### config.mk
export PLATFORM = sky130hd
export DESIGN_NAME = nps_dist_unit
export DESIGN_NICKNAME = d
export VERILOG_FILES = /design/src/rtl/core/nps_pkg.sv /design/src/rtl/core/nps_dist_unit.sv
export SDC_FILE = /design/constraint.sdc
export NUM_CORES = 2
export LEC_CHECK = 0
export BUFFER_PORTS_ARGS = -buffer_cell sky130_fd_sc_hd__buf_4
export CAP_MARGIN = 5
export CORE_MARGIN = 4
export CORE_UTILIZATION = 59
export DETAILED_ROUTE_END_ITERATION = 12
export GPL_TIMING_DRIVEN = 0
export PLACE_DENSITY = 0.92
export SLEW_MARGIN = 20
export SYNTH_ARGS = -nofsm -noshare
export SYNTH_HDL_FRONTEND = slang
export SYNTH_SLANG_ARGS = --single-unit
### constraint.sdc
create_clock -name clk -period 7.09 [get_ports clk]
set_clock_uncertainty 0.1 [all_clocks]
set_input_delay 1.418 -clock clk [delete_from_list [all_inputs] [get_ports clk]]
set_output_delay 1.418 -clock clk [all_outputs]
set_load 0.01 [all_outputs]
### src/rtl/core/nps_pkg.sv
// Shared constants and types of the nearest palette colour search.
`default_nettype none

package nps_pkg;

	// Defaults for the top-level parameters
	localparam int PALETTE_DEPTH_DEF = 256;
	localparam int CHANNEL_BITS_DEF  = 16;

	// Fixed widths of the channel payload fields
	localparam int PORT_CHAN_BITS  = 16;
	localparam int PORT_INDEX_BITS = 8;
	localparam int CFG_BITS        = 9;
	localparam int DIST_BITS       = 48;

	// Reset value of the entries-in-use register
	localparam logic [CFG_BITS-1:0] CFG_RESET = 9'd256;

	// Luminance weights 0.30, 0.59 and 0.11 scaled by 100
	localparam int WEIGHT_RED   = 30;
	localparam int WEIGHT_GREEN = 59;
	localparam int WEIGHT_BLUE  = 11;
	// All weights are below 64
	localparam int WEIGHT_BITS  = 6;

	// Action codes
	localparam logic ACT_WRITE = 1'b0;
	localparam logic ACT_QUERY = 1'b1;

	// Control that travels with one palette entry through the distance pipeline
	typedef struct packed {
		logic valid;
		logic first;
		logic last;
	} nps_tag_t;

endpackage

`default_nettype wire

### src/rtl/core/nps_dist_unit.sv
// Pipelined weighted squared distance unit: difference, weighting, squaring, sum.
`default_nettype none

module nps_dist_unit #(
	parameter int CHANNEL_BITS = nps_pkg::CHANNEL_BITS_DEF,
	parameter int IDX_BITS     = 8
) (
	input  wire                            clk,
	input  wire                            arst_n,
	input  wire  [CHANNEL_BITS-1:0]        query_r,
	input  wire  [CHANNEL_BITS-1:0]        query_g,
	input  wire  [CHANNEL_BITS-1:0]        query_b,
	input  wire  [3*CHANNEL_BITS-1:0]      entry_s1,
	input  nps_pkg::nps_tag_t              tag_s1,
	input  wire  [IDX_BITS-1:0]            idx_s1,
	output nps_pkg::nps_tag_t              tag_s4,
	output logic [IDX_BITS-1:0]            idx_s4,
	output logic [3*CHANNEL_BITS-1:0]      entry_s4,
	output logic [nps_pkg::DIST_BITS-1:0]  dist_s4
);

	localparam int CB = CHANNEL_BITS;
	localparam int WW = CHANNEL_BITS + nps_pkg::WEIGHT_BITS;
	localparam int SW = 2 * WW;

	logic [CB-1:0] ent_r, ent_g, ent_b;
	logic [CB-1:0] dr, dg, db;

	nps_pkg::nps_tag_t   tag_s2, tag_s3;
	logic [IDX_BITS-1:0] idx_s2, idx_s3;
	logic [3*CB-1:0]     entry_s2, entry_s3;
	logic [WW-1:0]       wr_s2, wg_s2, wb_s2;
	logic [SW-1:0]       sq_r, sq_g, sq_b;
	logic [SW-1:0]       sq_r_s3, sq_g_s3, sq_b_s3;

	assign ent_r = entry_s1[3*CB-1:2*CB];
	assign ent_g = entry_s1[2*CB-1:CB];
	assign ent_b = entry_s1[CB-1:0];

	assign dr = (query_r > ent_r) ? (query_r - ent_r) : (ent_r - query_r);
	assign dg = (query_g > ent_g) ? (query_g - ent_g) : (ent_g - query_g);
	assign db = (query_b > ent_b) ? (query_b - ent_b) : (ent_b - query_b);

	assign sq_r = SW'(wr_s2) * SW'(wr_s2);
	assign sq_g = SW'(wg_s2) * SW'(wg_s2);
	assign sq_b = SW'(wb_s2) * SW'(wb_s2);

	always_ff @(posedge clk or negedge arst_n) begin
		if (!arst_n) begin
			tag_s2 <= '0;
			tag_s3 <= '0;
			tag_s4 <= '0;
		end else begin
			tag_s2 <= tag_s1;
			tag_s3 <= tag_s2;
			tag_s4 <= tag_s3;
		end
	end

	always_ff @(posedge clk) begin
		// Weighting by the small constants
		wr_s2    <= WW'(dr) * WW'(nps_pkg::WEIGHT_RED);
		wg_s2    <= WW'(dg) * WW'(nps_pkg::WEIGHT_GREEN);
		wb_s2    <= WW'(db) * WW'(nps_pkg::WEIGHT_BLUE);
		idx_s2   <= idx_s1;
		entry_s2 <= entry_s1;

		sq_r_s3  <= sq_r;
		sq_g_s3  <= sq_g;
		sq_b_s3  <= sq_b;
		idx_s3   <= idx_s2;
		entry_s3 <= entry_s2;

		dist_s4  <= nps_pkg::DIST_BITS'(sq_r_s3) + nps_pkg::DIST_BITS'(sq_g_s3)
			+ nps_pkg::DIST_BITS'(sq_b_s3);
		idx_s4   <= idx_s3;
		entry_s4 <= entry_s3;
	end

endmodule

`default_nettype wire

## Yosys cells after proc, flatten, opt, wreduce, memory -nomap -nowiden

Index checks and enable logic that the tools add are counted.

| storage, ports and cells | value |
|---|---|
| input bits | 109 |
| logic and storage cells | 42 |
| output and inout port bits | 107 |
| bits in registers | 411 |

| operators by class | value |
|---|---|
| $mul | 6 |
| add/sub/neg operators | 8 |
| order comparisons | 3 |
| multiplexer cells | 3 |

Operators by type and width:

| kind | count |
|---|---|
| 16-bit subtractor | 6 |
| 20-bit by 20-bit multiplier with 40-bit output | 2 |
| 16-bit greater-than comparator | 3 |
| 16-bit 2-to-1 mux | 3 |
| 45-bit by 40-bit adder with 46-bit output | 1 |
| 42-bit by 44-bit adder with 45-bit output | 1 |
| 22-bit by 22-bit multiplier with 44-bit output | 1 |
| 16-bit by 4-bit multiplier with 20-bit output, second input constant | 2 |
| 16-bit by 6-bit multiplier with 22-bit output, second input constant | 1 |

## Depth between registers and ports, before layout

| logic depth | value |
|---|---|
| word-level depth | 3 |
| mapped depth | 31 |
| gate-level depth less buffers | 29 |

## Worst setup path after synthesis

No wires, ideal clock.

| timing path | value |
|---|---|
| path kind | input to register |
| start point | input query_r[9] |
| end point | register wr_s2[19] |
| arrival time | 7296 ps |
| slack | -378 ps |
| path buffers | 3 |
| stages | 29 |
| required time | 6918 ps |
| setup time | 72 ps |
| path through | inv_1 ha_1 buf_2 a21o_1 a21o_1 a21o_1 a2111oi_0 o21ai_0 o21ai_2 buf_4 buf_4 mux2i_1 xnor2_1 inv_1 fa_1 fa_1 inv_1 ha_1 a21o_1 a21oi_1 o21bai_1 a21oi_1 nor2b_1 o21a_1 o31a_1 o41ai_1 o21ai_0 a21oi_1 xnor2_1 |

| on the way | value |
|---|---|
| cells in the longest elaborated chain, start to end | 3 |
| elaborated cells between the ends (all ways) | 5 |
| those cells by class | 2 x add/sub; 1 x mul; 1 x order compare; 1 x mux |

RTL lines:

| element | RTL line | source |
|---|---|---|
| start, declared | nps_dist_unit.sv:10 | `input wire [CHANNEL_BITS-1:0] query_r,` |
| 16-bit subtractor / 16-bit greater-than comparator (equally long branches) | nps_dist_unit.sv:40 | `assign dr = (query_r > ent_r) ? (query_r - ent_r) : (ent_r - query_r);` |
| 16-bit 2-to-1 mux * | nps_dist_unit.sv:40 |  |
| 16-bit by 4-bit multiplier with 20-bit output * | nps_dist_unit.sv:62 | `wr_s2 <= WW'(dr) * WW'(nps_pkg::WEIGHT_RED);` |
| end signal, assigned | nps_dist_unit.sv:62 |  |
| end, declared | nps_dist_unit.sv:32 | `logic [WW-1:0] wr_s2, wg_s2, wb_s2;` |

Every way passes the cells marked *; elsewhere a longest branch is shown, timed or not.

## Worst setup path in the final report

| timing path | value |
|---|---|
| start point | register wr_s2[5] |
| end point | register sq_r_s3[39] |

| on the way | value |
|---|---|
| cells in the longest elaborated chain, start to end | 1 |

RTL lines:

| element | RTL line | source |
|---|---|---|
| 20-bit by 20-bit multiplier with 40-bit output | nps_dist_unit.sv:44 | `assign sq_r = SW'(wr_s2) * SW'(wr_s2);` |
| net sq_r[39] | nps_dist_unit.sv:33 | `logic [SW-1:0] sq_r, sq_g, sq_b;` |
| end signal, assigned | nps_dist_unit.sv:68 | `sq_r_s3 <= sq_r;` |
| end, declared | nps_dist_unit.sv:34 | `logic [SW-1:0] sq_r_s3, sq_g_s3, sq_b_s3;` |

The timed path passes the listed nets, and every way through them passes these cells.

==> run summary <==
Hold Slack: 221.7 ps
Crit path largest cell delay: 600 ps
Cells after Synth: 5,852
Routability-driven placement congestion ratio: 0.9857
Die Ht: 316.9 um
WL met2: 74.61 mm
Startpoint types: flip-flop
Maximum fanout along the worst path: 5
Synthesis-to-layout area growth: 14.37%
Ports: 216
Via density: 5.818
Flops & latches, synth: 405
Number of global-route vias before repair: 46,870
1st-pass router iterations: 8
Clk Latency, worst-skew pair: 640 ps
Post-Syn Area: 0.05630 sq mm
Number of synthesized flops with an enable pin: 0
RSZ-0062 raised after global routing: true
Worst path required time: 7490 ps
Row count: 113
Post-synthesis average cell area: 9.620 sq um
Reg-to-Reg Start: wr_s2[5]$_DFF_P_
Routed WL per cell: 20.85 um
Ratio of cells with drive above 1 in the final layout: 0.1352
CP startpoint: wr_s2[5]$_DFF_P_
Routed via count: 43,710
Worst flop-to-flop path endpoint: sq_r_s3[39]$_DFF_P_
Iter 0 DRT Violations: 3,885
Core Region: 0.09487 sq mm
Worst reg2reg path depth: 28
DRC viols: 0
Max-Cap Viols: 0
Clock root cell: clkbuf_16
Antenna Nets Post-Route: 0
H-Tree Depth: 2
R2R Setup Slk: -180 ps
Die area: 0.1004 sq mm
FFs w/ async S/R, synth: 0.02222
CTS sink cnt: 405
Starting Density: 0.5934
Number of cells on the worst hold path: 0
Hold crit path type: flip-flop to flip-flop
Synth warn: 0
Hold buffer count at cts: 0
Violated checks: setup timing
Commonest register cell after synthesis: dfxtp_1
Global Route Usage Sum: 0.2958
Max-slew violation count: 0
Post-layout util: 0.6787
Chip Width: 316.9 um
Synth unique cells: 79
Met3 WL: 16.18 mm
Worst Hold End: entry_s3[45]$_DFF_P_
Synth top area share: 0.3652
Max-slew headroom: 0.4658
Global route total overflow: 0
Hold path start: entry_s2[45]$_DFF_P_
Synth top area cells: fa_1 37%, ha_1 16%, dfxtp_1 14%, inv_1 9.3%, xnor2_1 3.0%
Status: complete, but fails checks
Cell taking the most area after synthesis: fa_1
Port bufs: 212
Final min period: 7265 ps
Final wirelength: 156.6 mm
Setup Crit Path Kind: flip-flop to flip-flop
Final worst setup slack: -175.1 ps
DPL Wire Length: 116.8 mm
Final hold vios: 0
Number of buffers created by CTS: 45
Post-synthesis sequential area ratio: 0.1448
Max Clk Rate: 0.1376 GHz
# setup viols final: 14
Crit path capture type: flip-flop
CTS clock-pin slew for the worst setup and hold paths: 60 ps
Worst-case clock buffer depth: 3
Crit path DAT: 7660 ps
CTS tree: yes
Fin nets: 8,049
Cell with the most instances after synthesis: inv_1
Largest net degree at the start of global routing: 15
Highest routed layer: met4
Critical path's slowest cell: fa_1
Crit path buffers/inverters: 8
Slew @ Worst Pin: 794.1 ps
Initial antenna violation count: 9
Synth cell count leaders: 1,400 x inv_1, 1,027 x fa_1, 706 x ha_1
Final cycle utilization of the critical path: 1.025
Worst path top cell family by delay: adder cells
Met1 Routed Length: 54.55 mm
First-pass GRT wire length: 234.8 mm
## timing repair
action | CTS | global route
gates resized for setup | 383 | 311
gates cloned | 0 | 0
setup endpoints to repair | 86 | 55
hold endpoints to repair | 0 | 0
buffers inserted | 29 | 82
pin swaps | 29 | 111
## placed cells by master, fill, tap and decap left out, types with 24 or more instances in the layout
cell	netlist	routed
buf_4	5	335
nand4_1	28	28
nand2_1	449	436
dfxtp_2	0	25
a21o_1	134	134
nand3_1	46	44
inv_1	1400	1375
o21a_1	26	26
o21bai_1	46	44
clkbuf_8	0	31
a21oi_1	246	207
a21oi_2	2	36
fa_1	1027	1008
nor3_1	37	33
nor2b_1	37	37
xor2_1	89	83
clkbuf_1	152	45
dfxtp_4	0	24
xnor2_1	193	179
clkbuf_16	0	54
and2_1	246	236
o21ai_0	97	77
dfxtp_1	396	347
ha_1	706	680
nor2_1	176	166
## state kept, by name, indices dropped and copies added, names as in the netlist, 8 cells and up
register	count
sq_g_s3	43
wb_s2	20
sq_b_s3	39
idx_s2	8
wg_s2	22
idx_s4	8
entry_s4	48
wr_s2	20
sq_r_s3	39
entry_s2	48
dist_s4	45
entry_s3	48
idx_s3	8
## metal layers
layer | up-vias | track usage
met5 | - | 0
met4 | 0 | 0.1566
met3 | 945 | 0.06035
met1 | 21380 | 0.3611
met2 | 2715 | 0.4966
li1 | 18680 | -
## how the worst max path moves through the flow
stage                                to  slack (ps)  depth (start not counted)
finish              sq_r_s3[39]$_DFF_P_        -180                         28
global route        sq_r_s3[34]$_DFF_P_        -330                         24
CTS                 sq_r_s3[40]$_DFF_P_         -30                         27
detailed placement  sq_r_s3[40]$_DFF_P_       -1340                         26
global placement    sq_r_s3[40]$_DFF_P_       -1210                         26
floorplan             wg_s2[21]$_DFF_P_          30                         27
## cell families after synthesis
kind of cell | count (synthesis) | share of synthesized area
fa+ha+maj | 1734 | 0.5223
flops | 405 | 0.1448
buf+inv | 1563 | 0.1047
simple gates | 1118 | 0.09556
compound gates | 715 | 0.08247
xor+xnor | 282 | 0.04387
other cells | 1 | 0.00006661
mux | 34 | 0.006289
## metrics by stage
step | cell area, sq um | cells | TNS, ps | setup WS [ps]
finish | 64390 | 7513 | -1306 | -175.1
global route | 64380 | 7509 | -4408 | -329.4
CTS | 62750 | 7433 | -32.99 | -32.99
detailed placement | 59610 | 7331 | -59640 | -1343
global placement | 59610 | 7331 | -43810 | -1214
floorplan | 56440 | 5854 | 0 | 28.70
## cell type report
cell class              instances  area (sq um)
clock buffers                  61          1246
inverters                    1400          5285
plain buffers                 147          1415
well taps                    1265          1583
clock inverters                22         430.4
fillers                      6181         30480
multi-input cells            3886         43690
diodes                          5         12.51
repair buffers                322          2454
flip-flops and latches        405          8274
## worst register-to-register path: cells and delay by family, from the launching register on
kind	cells	cell delay [ps]
DFF	1	430
AOI/OAI and AO/OA	9	1690
xor gates and xnor gates	1	150
adders and majority gates	8	4030
and+or+nand+nor	2	220
buffers and inverters	8	520
Power is left out: the tool's default activity adds up to more than one toggle a clock period on the data nets, which glitch-free logic cannot reach.
